### src/design/kv_cache_dequant_hadamard_unit_macros.svh
// Assertion macros for the KV cache dequantizer.
// Used only by the top level; no other dependencies.
`ifndef KV_CACHE_DEQUANT_HADAMARD_UNIT_MACROS_SVH
`define KV_CACHE_DEQUANT_HADAMARD_UNIT_MACROS_SVH

// Same-cycle implication under reset.
`define KVDH_ASSERT_NOW(label, clk, rst_n, ante, cons) \
    label: assert property (@(posedge clk) disable iff (!rst_n) (ante) |-> (cons)) \
        else $error("kvdh check failed");

// Next-cycle implication under reset.
`define KVDH_ASSERT_NEXT(label, clk, rst_n, ante, cons) \
    label: assert property (@(posedge clk) disable iff (!rst_n) (ante) |=> (cons)) \
        else $error("kvdh check failed");

`endif

### src/design/kvdh_pkg.sv
// Shared types, constants and arithmetic helpers for the KV cache dequantizer.
// No dependencies.
package kvdh_pkg;

    localparam int MaxHead     = 256;
    localparam int AddrW       = 8;
    localparam int GroupLog2   = 5;
    localparam int NumGroups   = 8;
    localparam int DataW       = 24;
    localparam int WorkW       = 40;

    typedef enum logic [2:0] {
        CMD_CENTROID = 3'd0,
        CMD_SIGN     = 3'd1,
        CMD_GROUP    = 3'd2,
        CMD_KEY_BYTE = 3'd3,
        CMD_VAL_BYTE = 3'd4,
        CMD_COMPUTE  = 3'd5,
        CMD_READ     = 3'd6,
        CMD_NOP      = 3'd7
    } t_cmd;

    localparam logic [1:0] REG_HEAD_LOG2   = 2'd0;
    localparam logic [1:0] REG_KEY_BITS    = 2'd1;
    localparam logic [1:0] REG_VAL_BITS    = 2'd2;
    localparam logic [1:0] REG_KEY_SIGNED  = 2'd3;

    typedef enum logic [3:0] {
        DP_IDLE, DP_VB0, DP_VB1, DP_CEN, DP_MUL, DP_WINIT,
        DP_BRX, DP_BRY, DP_BWX, DP_BWY,
        DP_RA, DP_RB, DP_RC, DP_RD, DP_RE
    } t_dp_op;

    typedef struct packed {
        logic   ld;
        t_dp_op op;
        logic [AddrW-1:0] elem;
        logic [AddrW-1:0] bx;
        logic [AddrW-1:0] by;
    } t_ctrl;

    typedef struct packed {
        logic [3:0] lg;
        logic       out_free;
    } t_stat;

    // Round to nearest, ties to even, arithmetic right shift by sh.
    function automatic logic signed [63:0] round_shift(input logic signed [63:0] v,
                                                       input logic [4:0] sh);
        logic signed [63:0] q;
        logic [63:0] msk;
        logic [63:0] rem;
        logic [63:0] half;
        q    = v >>> sh;
        msk  = (64'd1 << sh) - 64'd1;
        rem  = v & msk;
        half = 64'd1 << (sh - 5'd1);
        if (rem > half || (rem == half && q[0])) begin
            q = q + 64'sd1;
        end
        return q;
    endfunction

    function automatic logic [31:0] sat32(input logic signed [63:0] v);
        logic [31:0] r;
        if (v > 64'sd2147483647) begin
            r = 32'h7FFF_FFFF;
        end else if (v < -64'sd2147483648) begin
            r = 32'h8000_0000;
        end else begin
            r = v[31:0];
        end
        return r;
    endfunction

    // Q0.24 normalization, 1/sqrt(head size).
    function automatic logic [21:0] norm_q24(input logic [3:0] lg);
        logic [21:0] r;
        case (lg)
            4'd6:    r = 22'd2097152;
            4'd7:    r = 22'd1482910;
            default: r = 22'd1048576;
        endcase
        return r;
    endfunction

    // Element index mask for the head size.
    function automatic logic [AddrW-1:0] head_mask(input logic [3:0] lg);
        return 8'hFF >> (4'd8 - lg);
    endfunction

endpackage

### src/design/kvdh_ctrl.sv
// Sequencer for the KV cache dequantizer: walks the fill, butterfly and read steps.
// Depends on kvdh_pkg; drives kvdh_datapath through t_ctrl.
module kvdh_ctrl (
    input  logic               i_clk,
    input  logic               i_rst_n,
    input  logic               i_in_valid,
    input  logic [2:0]         i_cmd,
    input  logic [7:0]         i_index,
    input  kvdh_pkg::t_stat    i_stat,
    output logic               o_in_stall,
    output kvdh_pkg::t_ctrl    o_ctrl
);
    typedef enum logic [4:0] {
        S_IDLE, S_CI_A, S_CI_B, S_CI_C, S_CI_D, S_CI_E,
        S_BF_RX, S_BF_RY, S_BF_WX, S_BF_WY,
        S_RD_A, S_RD_B, S_RD_C, S_RD_D, S_RD_E
    } t_state;

    t_state     r_state;
    logic [7:0] r_i;
    logic [2:0] r_s;
    logic [6:0] r_j;
    logic       accept;
    logic [7:0] mask;
    logic [7:0] jj;
    logic [7:0] lowm;
    logic [7:0] bx;

    assign accept     = i_in_valid && (r_state == S_IDLE);
    assign o_in_stall = (r_state != S_IDLE);
    assign mask       = kvdh_pkg::head_mask(i_stat.lg);

    // Butterfly pair addresses: insert a zero at bit s of the pair count.
    assign jj   = {1'b0, r_j};
    assign lowm = (8'd1 << r_s) - 8'd1;
    assign bx   = ((jj >> r_s) << (r_s + 3'd1)) | (jj & lowm);

    always_comb begin
        o_ctrl.ld   = accept;
        o_ctrl.elem = r_i;
        o_ctrl.bx   = bx;
        o_ctrl.by   = bx | (8'd1 << r_s);
        case (r_state)
            S_CI_A:  o_ctrl.op = kvdh_pkg::DP_VB0;
            S_CI_B:  o_ctrl.op = kvdh_pkg::DP_VB1;
            S_CI_C:  o_ctrl.op = kvdh_pkg::DP_CEN;
            S_CI_D:  o_ctrl.op = kvdh_pkg::DP_MUL;
            S_CI_E:  o_ctrl.op = kvdh_pkg::DP_WINIT;
            S_BF_RX: o_ctrl.op = kvdh_pkg::DP_BRX;
            S_BF_RY: o_ctrl.op = kvdh_pkg::DP_BRY;
            S_BF_WX: o_ctrl.op = kvdh_pkg::DP_BWX;
            S_BF_WY: o_ctrl.op = kvdh_pkg::DP_BWY;
            S_RD_A:  o_ctrl.op = kvdh_pkg::DP_RA;
            S_RD_B:  o_ctrl.op = kvdh_pkg::DP_RB;
            S_RD_C:  o_ctrl.op = kvdh_pkg::DP_RC;
            S_RD_D:  o_ctrl.op = kvdh_pkg::DP_RD;
            S_RD_E:  o_ctrl.op = i_stat.out_free ? kvdh_pkg::DP_RE : kvdh_pkg::DP_IDLE;
            default: o_ctrl.op = kvdh_pkg::DP_IDLE;
        endcase
    end

    // Advance state and loop counters.
    always_ff @(posedge i_clk) begin
        if (!i_rst_n) begin
            r_state <= S_IDLE;
            r_i     <= '0;
            r_s     <= '0;
            r_j     <= '0;
        end else begin
            case (r_state)
                S_IDLE: begin
                    if (accept && i_cmd == kvdh_pkg::CMD_COMPUTE) begin
                        r_i     <= '0;
                        r_state <= S_CI_A;
                    end else if (accept && i_cmd == kvdh_pkg::CMD_READ) begin
                        r_i     <= i_index & mask;
                        r_state <= S_RD_A;
                    end
                end
                S_CI_A: r_state <= S_CI_B;
                S_CI_B: r_state <= S_CI_C;
                S_CI_C: r_state <= S_CI_D;
                S_CI_D: r_state <= S_CI_E;
                S_CI_E: begin
                    if (r_i == mask) begin
                        r_s     <= '0;
                        r_j     <= '0;
                        r_state <= S_BF_RX;
                    end else begin
                        r_i     <= r_i + 8'd1;
                        r_state <= S_CI_A;
                    end
                end
                S_BF_RX: r_state <= S_BF_RY;
                S_BF_RY: r_state <= S_BF_WX;
                S_BF_WX: r_state <= S_BF_WY;
                S_BF_WY: begin
                    if (r_j == mask[7:1]) begin
                        if (r_s == i_stat.lg[2:0] - 3'd1) begin
                            r_state <= S_IDLE;
                        end else begin
                            r_s     <= r_s + 3'd1;
                            r_j     <= '0;
                            r_state <= S_BF_RX;
                        end
                    end else begin
                        r_j     <= r_j + 7'd1;
                        r_state <= S_BF_RX;
                    end
                end
                S_RD_A: r_state <= S_RD_B;
                S_RD_B: r_state <= S_RD_C;
                S_RD_C: r_state <= S_RD_D;
                S_RD_D: r_state <= S_RD_E;
                S_RD_E: begin
                    if (i_stat.out_free) begin
                        r_state <= S_IDLE;
                    end
                end
                default: r_state <= S_IDLE;
            endcase
        end
    end
endmodule

### config.mk
export PLATFORM = sky130hd
export DESIGN_NAME = kvdh_ctrl
export DESIGN_NICKNAME = d
export VERILOG_FILES = /design/src/design/kv_cache_dequant_hadamard_unit_macros.svh /design/src/design/kvdh_pkg.sv /design/src/design/kvdh_ctrl.sv
export SDC_FILE = /design/constraint.sdc
export NUM_CORES = 1
export LEC_CHECK = 0
export BUFFER_PORTS_ARGS = -buffer_cell sky130_fd_sc_hd__buf_2
export CELL_PAD_IN_SITES_DETAIL_PLACEMENT = 1
export CELL_PAD_IN_SITES_GLOBAL_PLACEMENT = 2
export CORE_AREA = 2 2 91 93
export CTS_CLUSTER_SIZE = 30
export DETAILED_ROUTE_END_ITERATION = 10
export DIE_AREA = 0 0 93 95
export GPL_ROUTABILITY_DRIVEN = 0
export PLACE_DENSITY_LB_ADDON = 0.1
export SKIP_CTS_REPAIR_TIMING = 1
export SYNTH_ARGS = -nofsm -noshare
export SYNTH_HDL_FRONTEND = slang
export SYNTH_SLANG_ARGS = --single-unit
### constraint.sdc
create_clock -name i_clk -period 6.5 [get_ports i_clk]
set_input_delay 0.325 -clock i_clk [delete_from_list [all_inputs] [get_ports i_clk]]
set_output_delay 0.325 -clock i_clk [all_outputs]
set_load 0.005 [all_outputs]
* Word level (Yosys, flattened, before mapping)
Cells that the tools add are included.
Operators by class: add/sub/neg operators 6, $mul 0, divide/modulo/power cells 0, magnitude comparators 0, eq/ne operators 26, shift-type cells 4, muxes and demuxes 21, bitwise logic cells 4, reductions and logical operators 11
Operator list (number):
- 5-bit case mux with 15 select lines | 1
- 4-bit case mux with 14 select lines | 1
- 5-bit by 4-bit == test with 1-bit output, second input constant | 7
- 8-bit two-way mux | 3
- 7-bit two-way mux | 3
- 5-bit by 3-bit == test with 1-bit output, second input constant | 4
- 5-bit two-way mux | 4
- 8-bit OR | 2
- 8-bit case mux with 2 select lines | 1
- 3-bit two-way mux | 5
- 7-bit case mux with 2 select lines | 1
- 5-bit by 2-bit == test with 1-bit output, second input constant | 2
- 2-bit != test, second input constant | 5
- 8-bit by 1-bit adder with 8-bit output, second input constant | 1
- 7-bit by 8-bit bitwise AND with 8-bit output | 1
- 8-bit bitwise AND | 1
- 8-bit == test | 1
- 1-bit by 3-bit left shift with 8-bit output, first input constant | 1
- 8-bit by 3-bit left shift with 8-bit output | 1
- 7-bit by 3-bit right shift with 8-bit output | 1
- 8-bit by 4-bit right shift with 8-bit output, first input constant | 1
- 8-bit by 1-bit subtractor with 8-bit output, second input constant | 1
- 7-bit by 1-bit adder with 7-bit output, second input constant | 1
- 7-bit == test | 1
- 17 further kinds | 22
Storage, ports and cells: flip-flop bits (word level) 23, bits in latches 0, RAM bits 0, ROM bits 0, input port bits 19, word-level logic and storage cells 76, memories 0

* Logic depth before layout (Yosys ltp)
Gate-level depths: netlist (run 1).
depth in word-level cells 6, gate-level depth with buffers 13, gate-level depth less buffers 11

* Worst setup path after synthesis (run 1)
OpenSTA, ideal clock, no wires.
kind register -> output, from reg r_s[0], to out o_ctrl[6] (netlist bit), data arrival time 2.512 ns, setup slack 3.663 ns, stages on the path, launching flop included 13, cells stage by stage dfxtp_1 -> clkbuf_1 -> clkinv_1 -> ha_1 -> clkbuf_1 -> nand2_1 -> ha_1 -> nand2b_1 -> o311ai_0 -> o31ai_1 -> nand2_1 -> o221ai_1 -> a21o_1
RTL lines:
- from (decl) | line kvdh_ctrl.sv:21 | logic [2:0] r_s;
- from (signal assigned) | line kvdh_ctrl.sv:102 | r_s <= r_s + 3'd1;
- to (decl) | line kvdh_ctrl.sv:11 | output kvdh_pkg::t_ctrl o_ctrl

==> out/qor.yml, run 1 <==
start_kind: "flop"
clk_path_buf_depth: 2
max_freq_ghz: 0.286
finalHoldViolations: 0
firstDrtPassIters: 4
p_sw_share_pct: 39.3
io_buffers: 48
final_cell_area_sq_um: 2960
synth_enable_flop_cells: 0
setup_tns_ns: 0
criticalPathCategory: "reg2out"
endpoint_kind: "primary output"
dr.first_iter.drc_count: 102
cts_root_buf: "clkbuf_8"
powerDensity_nw_per_um2: 180
antenna_left: 0
post_layout_nonfiller_instances: 499
wirelength_um: 8290
most-common-layout-cells: "nand2_1, buf_2, o21ai_0, dfxtp_1, nor2_1"
clock-sinks: 22
slew_headroom_pct: 26.4
status: "complete, no violations"
core-area_sq_um: 7930
p_clk_share_pct: 25.7
skew_ns: 0.00537
tightest_slew_ns: 1.10
clk_pin_slew_ns: 0.09
p_switching_mw: 0.209
ys_seq_area_share_pct: 16.8
synth_fp_nets: 399
numCtsBuffers: 3
viasPerCell: 5.48
irDropWorstVdd_v: 0.000122
pre_cts_slack_ns: 3.29
cts_tree: "done"
nets: 427
ys.flop_type: "dfxtp_1"
cp.required_ns: 6.17
drive_above_1_share_pct: 18.3
fin_crit_sh_pct: 53.7
area_growth_pct: 13.0
setup_ws_ns: 3.01
report.power.total_mw: 0.532
period_needed_ns: 3.49
grt_remaining_overflow: 0
dr_wl_met3_um: 200
hpwl_um: 6280
synth_area_sq_um: 2620
synth_async_sr_flop_share_pct: 0
drc: 0
diodes: 0
die-area_sq_um: 8840
crit_fanout: 12
rows: 33
placedInstanceArea_sq_um: 2890
grt_max_degree: 33
wl_met1_um: 3980
via_count: 2737
cts_max_level: 1
start_util_pct: 33.0
syn_area_per_cell_sq_um: 7.13
dp_cells: 495
p_seq_share_pct: 35.9
ios: 49
critical_path_arrival_ns: 3.17
wire_per_inst_um: 16.6
grt_antenna_before_repair: 0
die_width_um: 93
ys_ff_latch: 22
grt_pass1_wl_um: 13400
syn_inst: 367
finalMaxSlewViolations: 0
hold_class: "in2reg"
top_layer_used: "met4"
yosysWarnings: 0
clk_latency_ns: 0.28
wl_met2_um: 4050
track_usage_pct: 18.9
grt_pass1_vias: 2609
synth_cell_type_count: 65
p_int_mw: 0.322
final_common_cell: "nand2_1"
leakage_nw: 1.23
p_comb_share_pct: 38.4
maxCapViolations: 0
grt_setup_unrepaired: "no"
fp.dieH_um: 95
setup_viol: 0
metal layers:
layer  GRT usage [%]  vias up
met5               0        -
met4            2.94        0
met3            1.76        4
met2            35.3       39
met1            24.0     1320
li1                -     1374
cell families after synthesis:
logic type | after synthesis | share of synthesized area, %
AND/OR/NAND/NOR | 155 | 31.6
flip-flops | 22 | 16.8
XOR/XNOR | 17 | 5.69
buffers and inverters | 44 | 6.69
multiplexers | 11 | 4.40
adder cells (fa/ha/maj) | 13 | 6.21
AO/OA/AOI/OAI | 105 | 28.6
worst max-delay path, cell delays in order, from the launching register on:
cell and delay [ns]:
dfxtp_1 0.61, clkinv_1 0.36, ha_1 0.41, nand2_1 0.17, ha_1 0.26, nand2b_1 0.14, o311ai_0 0.29, o31ai_1 0.13
nand2_1 0.08, o221ai_1 0.12, a21o_1 0.18, buf_2 0.12
power by group through the flow:
stage / combinational, mW / clock (mW) / sequential (mW)
3_3_place_gp: 0.204 / 0 / 0.192
2_1_floorplan: 0.176 / 0 / 0.162
4_1_cts: 0.207 / 0.140 / 0.190
6_report: 0.204 / 0.137 / 0.191
5_1_grt: 0.229 / 0.143 / 0.196
3_5_place_dp: 0.205 / 0 / 0.193
final cells by class:
cell class | instances | area [sq um]
multi-input combinational | 301 | 2000
timing repair buffer | 48 | 240
clock buffer | 3 | 41.3
clock inverter | 1 | 30.0
tap | 105 | 131
fill | 1039 | 4970
inverter | 19 | 71.3
sequential | 22 | 440
final timing paths:
| check | end | slack (ns) | cells after the start | start |
|---|---|---|---|---|
| setup / recovery | o_ctrl[6] | 3.01 | 11 | r_s[0] |
| hold / removal | r_i[0] | 0.39 | 4 | i_index[0] |
| setup reg to reg | r_i[4] | 3.77 | 6 | r_state[1] |
| hold reg to reg | r_j[1] | 0.52 | 2 | r_j[1] |
stage by stage:
| step | hold WS [ns] | utilization (%) |
|---|---|---|
| CTS | 0.390 | 37.3 |
| finish | 0.392 | 37.3 |
| floorplan | 0.464 | - |
| global placement | 0.489 | 36.4 |
| global route | 0.425 | 37.3 |
| detailed placement | 0.501 | 36.4 |
state kept, by name (all words and copies together) (netlist names):
name and flops:
r_i 8, r_s 3, r_j 7, r_state 4
cells in the mapped netlist, types with 3 or more instances:
master    number  area, sq um
nor3_1        12         60.1
mux2i_1        7         70.1
nor2_1        20         75.1
xor2_1         8         70.1
a31oi_1        6         37.5
nor4_1         5         31.3
nand2b_1       9         56.3
clkbuf_1      19         71.3
mux2_2         4         45.0
and3_1         6         37.5
dfxtp_1       22          440
ha_1          13          163
o22ai_1        3         18.8
o21ai_0       25          125
and2_1         6         37.5
o211ai_1       5         37.5
a21oi_1       13         65.1
a32oi_1        4         35.0
o221ai_1       4         35.0
nor2b_1        9         56.3
xnor2_1        9         78.8
nand2_1       50          188
o21a_1         8         60.1
nand3b_1       6         45.0
o31a_1         3         26.3
nand3_1       13         65.1
inv_1         17         63.8
and3b_1        3         26.3
o21ai_1        7         35.0
a211oi_1       4         30.0
a21o_1         3         22.5
Note: power is estimated with default switching activity, not from simulation.
==> run 2: changes to the inputs <==
- CORE_AREA: 2 2 91 93 -> 2 2 100 102
- DIE_AREA: 0 0 93 95 -> 0 0 102 104
- clock period: 6.5 -> 3.1 ns (I/O delays scaled with it)
==> run 2 against run 1 <==
Cell count grew 7.4%. Clock power grew 61%. Clock skew grew 0.0016 ns. Count of clock-buffer cells in the layout grew 1. Combinational power grew to 2.6 times the previous value. Setup slack lost 2.7 ns. Worst hold slack lost 0.15 ns. Non-clock buffer count grew 9. Core utilization shrank 5.4 points. Sequential share of layout area shrank 0.43 points. Wire length grew 8.0%. Register-to-register slack lost 2.9 ns. Largest power group unchanged. Highest routed layer unchanged.
==> out/qor.yml, run 2 (synthesis gave the netlist of run 1 again) <==
status: "complete, no violations"  # unchanged
holdWs_ns: 0.240  # was 0.392 ns
die-area_sq_um: 10600  # was 8840 sq um
grt_antenna_before_repair: 0  # unchanged
skew_ns: 0.00698  # was 0.00537 ns
grt_max_degree: 33  # unchanged
post-route-util_pct: 31.9  # was 37.3%
setup_tns_ns: 0  # unchanged
cp.required_ns: 2.94  # was 6.17 ns
p_seq_share_pct: 32.1  # was 35.9%
fin_crit_sh_pct: 89.3
fp.dieH_um: 104  # was 95 um
dr.first_iter.drc_count: 60  # was 102
largest_reg_flops: 8  # unchanged
wirelength_um: 8950  # was 8290 um
grt_pass1_wl_um: 14800  # was 13400 um
most-common-layout-cells: "nand2_1, buf_2, o21ai_0, dfxtp_1, nor2_1"  # unchanged
criticalPathCategory: "reg2out"  # unchanged
cts_max_level: 1  # unchanged
period_needed_ns: 2.77
final_common_cell: "nand2_1"  # unchanged
reg_top3: "r_i (8), r_j (7), r_state (4)"  # unchanged
finalHoldViolations: 0  # unchanged
hold_depth: 4  # unchanged
grt_pass1_vias: 2823  # was 2609
antenna_left: 0  # unchanged
grt_use_met3_pct: 1.21  # was 1.76%
finalMaxSlewViolations: 0  # unchanged
firstDrtPassIters: 4  # unchanged
endpoint_kind: "primary output"  # unchanged
clk_pin_slew_ns: 0.09  # about the same
p_clk_share_pct: 20.1  # was 25.7%
viasPerCell: 5.21  # was 5.48
clock-sinks: 22  # unchanged
r2r_slack_ns: 0.88  # was 3.77 ns
hpwl_um: 6880  # was 6280 um
via_count: 2791  # was 2737
start_util_pct: 27.4  # was 33.0%
use_met2_pct: 30.4  # was 35.3%
p_comb_share_pct: 47.8  # was 38.4%
irDropWorstVdd_v: 0.000195  # was 0.000122 V
track_usage_pct: 17.2  # was 18.9%
crit_path_start: "r_s[0]"  # unchanged
setup_ws_ns: 0.332  # was 3.01 ns
grt_remaining_overflow: 0  # unchanged
maxCapViolations: 0  # unchanged
diodes: 0  # unchanged
crit_fanout: 9  # was 12
setup_viol: 0  # unchanged
leakage_nw: 1.27  # was 1.23 nW
slew_headroom_pct: 60.4  # was 26.4%
dp_cells: 532  # was 495
io_buffers: 48  # unchanged
wire_per_inst_um: 16.7  # was 16.6 um
cts_tree: "done"  # unchanged
post_layout_nonfiller_instances: 536  # was 499
rows: 36  # was 33
fillCellCount: 1252  # was 1039
grt_setup_unrepaired: "no"  # unchanged
pre_cts_slack_ns: 0.174  # was 3.29 ns
drc: 0  # unchanged
cts_root_buf: "clkbuf_8"  # unchanged
max_freq_ghz: 0.361
area_growth_pct: 16.3  # was 13.0%
p_sw_share_pct: 40.4  # was 39.3%
powerDensity_nw_per_um2: 359  # was 180 nW/um^2
worstHoldEndpoint: "r_i[0]"  # unchanged
tightest_slew_ns: 0.595  # was 1.10 ns
critical_path_arrival_ns: 2.61  # was 3.17 ns
largest_register: "r_i"  # unchanged
min_from: "i_index[0]"  # unchanged
r2r-end: "r_i[7]"  # was r_i[4]
numCtsBuffers: 3  # unchanged
p_switching_mw: 0.442  # was 0.209 mW
p_int_mw: 0.652  # was 0.322 mW
met1_usage_pct: 23.0  # was 24.0%
nets: 436  # was 427
die_width_um: 102  # was 93 um
clk_path_buf_depth: 2  # unchanged
core-area_sq_um: 9550  # was 7930 sq um
clk_latency_ns: 0.27  # was 0.28 ns
reg2reg_depth: 9  # was 6
rr_startpoint: "r_state[2]"  # was r_state[1]
drive_above_1_share_pct: 20.3  # was 18.3%
start_kind: "flop"  # unchanged
hold_class: "in2reg"  # unchanged
grt_busiest_layer: "met2"  # unchanged
ios: 49  # unchanged
run 2: cell types whose count changed in the layout (fill, tap and decap cells not counted):
cell,delta
ha_2,+1
buf_4,+9
clkbuf_8,+1
ha_1,-1
bufinv_16,-1
run 2: critical path: stages (launching register included):
cell and delay [ns]:
dfxtp_1 0.36, buf_4 0.18, ha_1 0.30, nand2_1 0.14, ha_1 0.23, nand2b_1 0.14
o311ai_0 0.30, o31ai_1 0.12, nand2_1 0.08, o221ai_1 0.16, a21o_1 0.20, buf_2 0.12
run 2: metal layers:
layer	up-vias	wire, um
li1	1395	-
met4	0	48
met1	1361	4250
met3	4	163
met5	-	0
met2	31	4490
run 2: power groups by stage:
stage,clock network [mW],logic [mW],registers (mW)
after detailed placement,0,0.530,0.356
after global routing,0.235,0.595,0.358
after floorplan,0,0.369,0.340
after CTS,0.229,0.532,0.351
final,0.220,0.523,0.351
after global placement,0,0.527,0.358
run 2: worst max path at each step:
stage | depth (start not counted) | endpoint
floorplan | 12 | o_ctrl[6]
global placement | 12 | r_state[2]
detailed placement | 12 | r_state[1]
CTS | 11 | o_ctrl[6]
global route | 11 | o_ctrl[6]
finish | 11 | o_ctrl[6]
run 2: stage by stage:
step | power [mW] | instance area [sq um]
finish | 1.09 | 3050
detailed placement | 0.886 | 2990
global route | 1.19 | 3050
global placement | 0.885 | 2990
floorplan | 0.708 | 2620
CTS | 1.11 | 3040
run 2: layout make-up:
class	instances	area [sq um]	area share (%)
inverters	19	71.3	2.34
clock buffers	4	55.1	1.81
flip-flops and latches	22	440	14.5
multi-input cells	301	2000	65.8
repair buffers	57	308	10.1
well taps	133	166	5.46
==> run 3: changes to the inputs <==
--- a/config.mk
+++ b/config.mk
@@ -20 +20,2 @@
 export SYNTH_SLANG_ARGS = --single-unit
+export TNS_END_PERCENT = 20
--- a/constraint.sdc
+++ b/constraint.sdc
@@ -3,2 +3,2 @@
 set_output_delay 0.155 -clock i_clk [all_outputs]
-set_load 0.005 [all_outputs]
+set_load 0.02 [all_outputs]
==> run 3 against run 2 <==
Sequential cell count unchanged. Critical path type unchanged. Via count is 0.82% lower. Die area did not move. Maximum frequency shrank 0.52%. Sequential share of layout area rose by 0.083 points. First-iteration DRC count rose by 110%. Clock skew fell by 0.0024 ns.
==> out/qor.yml, run 3 (synthesis gave the netlist of run 1 again) <==
irDropWorstVdd_v: 0.000329  # was 0.000195 V
viasPerCell: 5.17  # was 5.21
crit_fanout: 9  # unchanged
powerDensity_nw_per_um2: 370  # was 359 nW/um^2
grt_setup_unrepaired: "no"  # unchanged
post-route-util_pct: 31.8  # was 31.9%
largest_reg_flops: 8  # unchanged
skew_ns: 0.00457  # was 0.00698 ns
clk_pin_slew_ns: 0.09  # about the same
wirelength_um: 8770  # was 8950 um
ios: 49  # unchanged
rows: 36  # unchanged
drc: 0  # unchanged
maxCapViolations: 0  # unchanged
clk_latency_ns: 0.27  # about the same
die-area_sq_um: 10600  # unchanged
period_needed_ns: 2.78  # was 2.77 ns
p_switching_mw: 0.491  # was 0.442 mW
slew_headroom_pct: 60.7  # was 60.4%
fin_crit_sh_pct: 89.7  # was 89.3%
cts_max_level: 1  # unchanged
setup_tns_ns: 0  # unchanged
track_usage_pct: 17.0  # was 17.2%
diodes: 0  # unchanged
p_clk_share_pct: 20.0  # was 20.1%
setup_viol: 0  # unchanged
start_kind: "flop"  # unchanged
critical_path_arrival_ns: 2.63  # was 2.61 ns
grt_pass1_wl_um: 14800  # about the same
cp.required_ns: 2.94  # about the same
numCtsBuffers: 3  # unchanged
core-area_sq_um: 9550  # unchanged
grt_max_degree: 33  # unchanged
drive_above_1_share_pct: 20.1  # was 20.3%
hold_class: "in2reg"  # unchanged
grt_pass1_vias: 2802  # was 2823
final_common_cell: "nand2_1"  # unchanged
io_buffers: 48  # unchanged
status: "complete, no violations"  # unchanged
grt_antenna_before_repair: 0  # unchanged
fp.dieH_um: 104  # unchanged
die_width_um: 102  # unchanged
finalHoldViolations: 0  # unchanged
hpwl_um: 6790  # was 6880 um
holdWs_ns: 0.233  # was 0.240 ns
largest_register: "r_i"  # unchanged
cts_tree: "done"  # unchanged
leakage_nw: 1.26  # was 1.27 nW
p_int_mw: 0.632  # was 0.652 mW
start_util_pct: 27.4  # unchanged
finalMaxSlewViolations: 0  # unchanged
nets: 435  # was 436
criticalPathCategory: "reg2out"  # unchanged
dr.first_iter.drc_count: 126  # was 60
antenna_left: 0  # unchanged
max_freq_ghz: 0.359  # was 0.361 GHz
p_sw_share_pct: 43.7  # was 40.4%
cts_root_buf: "clkbuf_8"  # unchanged
endpoint_kind: "primary output"  # unchanged
via_count: 2768  # was 2791
most-common-layout-cells: "nand2_1, buf_2, o21ai_0, dfxtp_1, nor2_1"  # unchanged
clock-sinks: 22  # unchanged
p_seq_share_pct: 32.5  # was 32.1%
grt_remaining_overflow: 0  # unchanged
clk_path_buf_depth: 2  # unchanged
firstDrtPassIters: 4  # unchanged
tightest_slew_ns: 0.584  # was 0.595 ns
area_growth_pct: 16.0  # was 16.3%
wire_per_inst_um: 16.4  # was 16.7 um
reg_top3: "r_i (8), r_j (7), r_state (4)"  # unchanged
p_comb_share_pct: 47.5  # was 47.8%
[run 3: cell count changes in the layout (fill, tap and decap cells not counted)]
| cell | previous run | this run |
|---|---|---|
| buf_4 | 9 | 8 |
| dfxtp_1 | 22 | 21 |
| dfxtp_2 | 0 | 1 |
| ha_1 | 12 | 13 |
| ha_2 | 1 | 0 |
[run 3: final cells by class]
| cell class | count | area (sq um) |
|---|---|---|
| clock buffers | 4 | 55.1 |
| well taps | 133 | 166 |
| multi-input cells | 301 | 2000 |
| flip-flops and latches | 22 | 442 |
| repair buffers | 56 | 300 |
| inverters | 19 | 71.3 |
| fillers | 1233 | 6510 |
[run 3: final timing paths]
check / endpoint / start / cells past startpoint / slack (ns)
worst max-delay path: o_ctrl[6] / r_s[0] / 11 / 0.32
worst min-delay path: r_i[0] / i_index[0] / 4 / 0.23
worst max register to register: r_i[6] / r_state[2] / 8 / 0.74
worst min register to register: r_j[1] / r_j[1] / 2 / 0.54
[run 3: worst max-delay path, stage by stage (launching register included)]
cell,delay [ns]
dfxtp_2,0.43
clkinv_1,0.11
ha_1,0.32
nand2_1,0.15
ha_1,0.23
nand2b_1,0.13
o311ai_0,0.29
o31ai_1,0.12
nand2_1,0.08
o221ai_1,0.15
a21o_1,0.19
buf_2,0.15
[run 3: power groups by stage]
stage,logic (mW),registers (mW),clock network (mW)
2_1_floorplan,0.415,0.346,0
3_3_place_gp,0.539,0.373,0
3_5_place_dp,0.537,0.373,0
4_1_cts,0.540,0.367,0.234
5_1_grt,0.600,0.373,0.239
6_report,0.533,0.365,0.225
[run 3: metal layers]
metal	vias to the layer above	share of wire (%)	GRT usage, %
met5	-	0	0
met4	0	0	2.00
met3	0	2.0	1.81
met2	33	50	29.8
met1	1346	48	22.9
li1	1389	-	-
[run 3: per-stage QoR]
step	power, mW	instance area (sq um)	cells	worst slack, ns
6_report	1.12	3040	535	0.318
5_1_grt	1.21	3040	535	0.0498
4_1_cts	1.14	3040	535	0.140
3_5_place_dp	0.910	2980	531	0.235
3_3_place_gp	0.912	2980	531	0.353
2_1_floorplan	0.762	2620	367	0.187
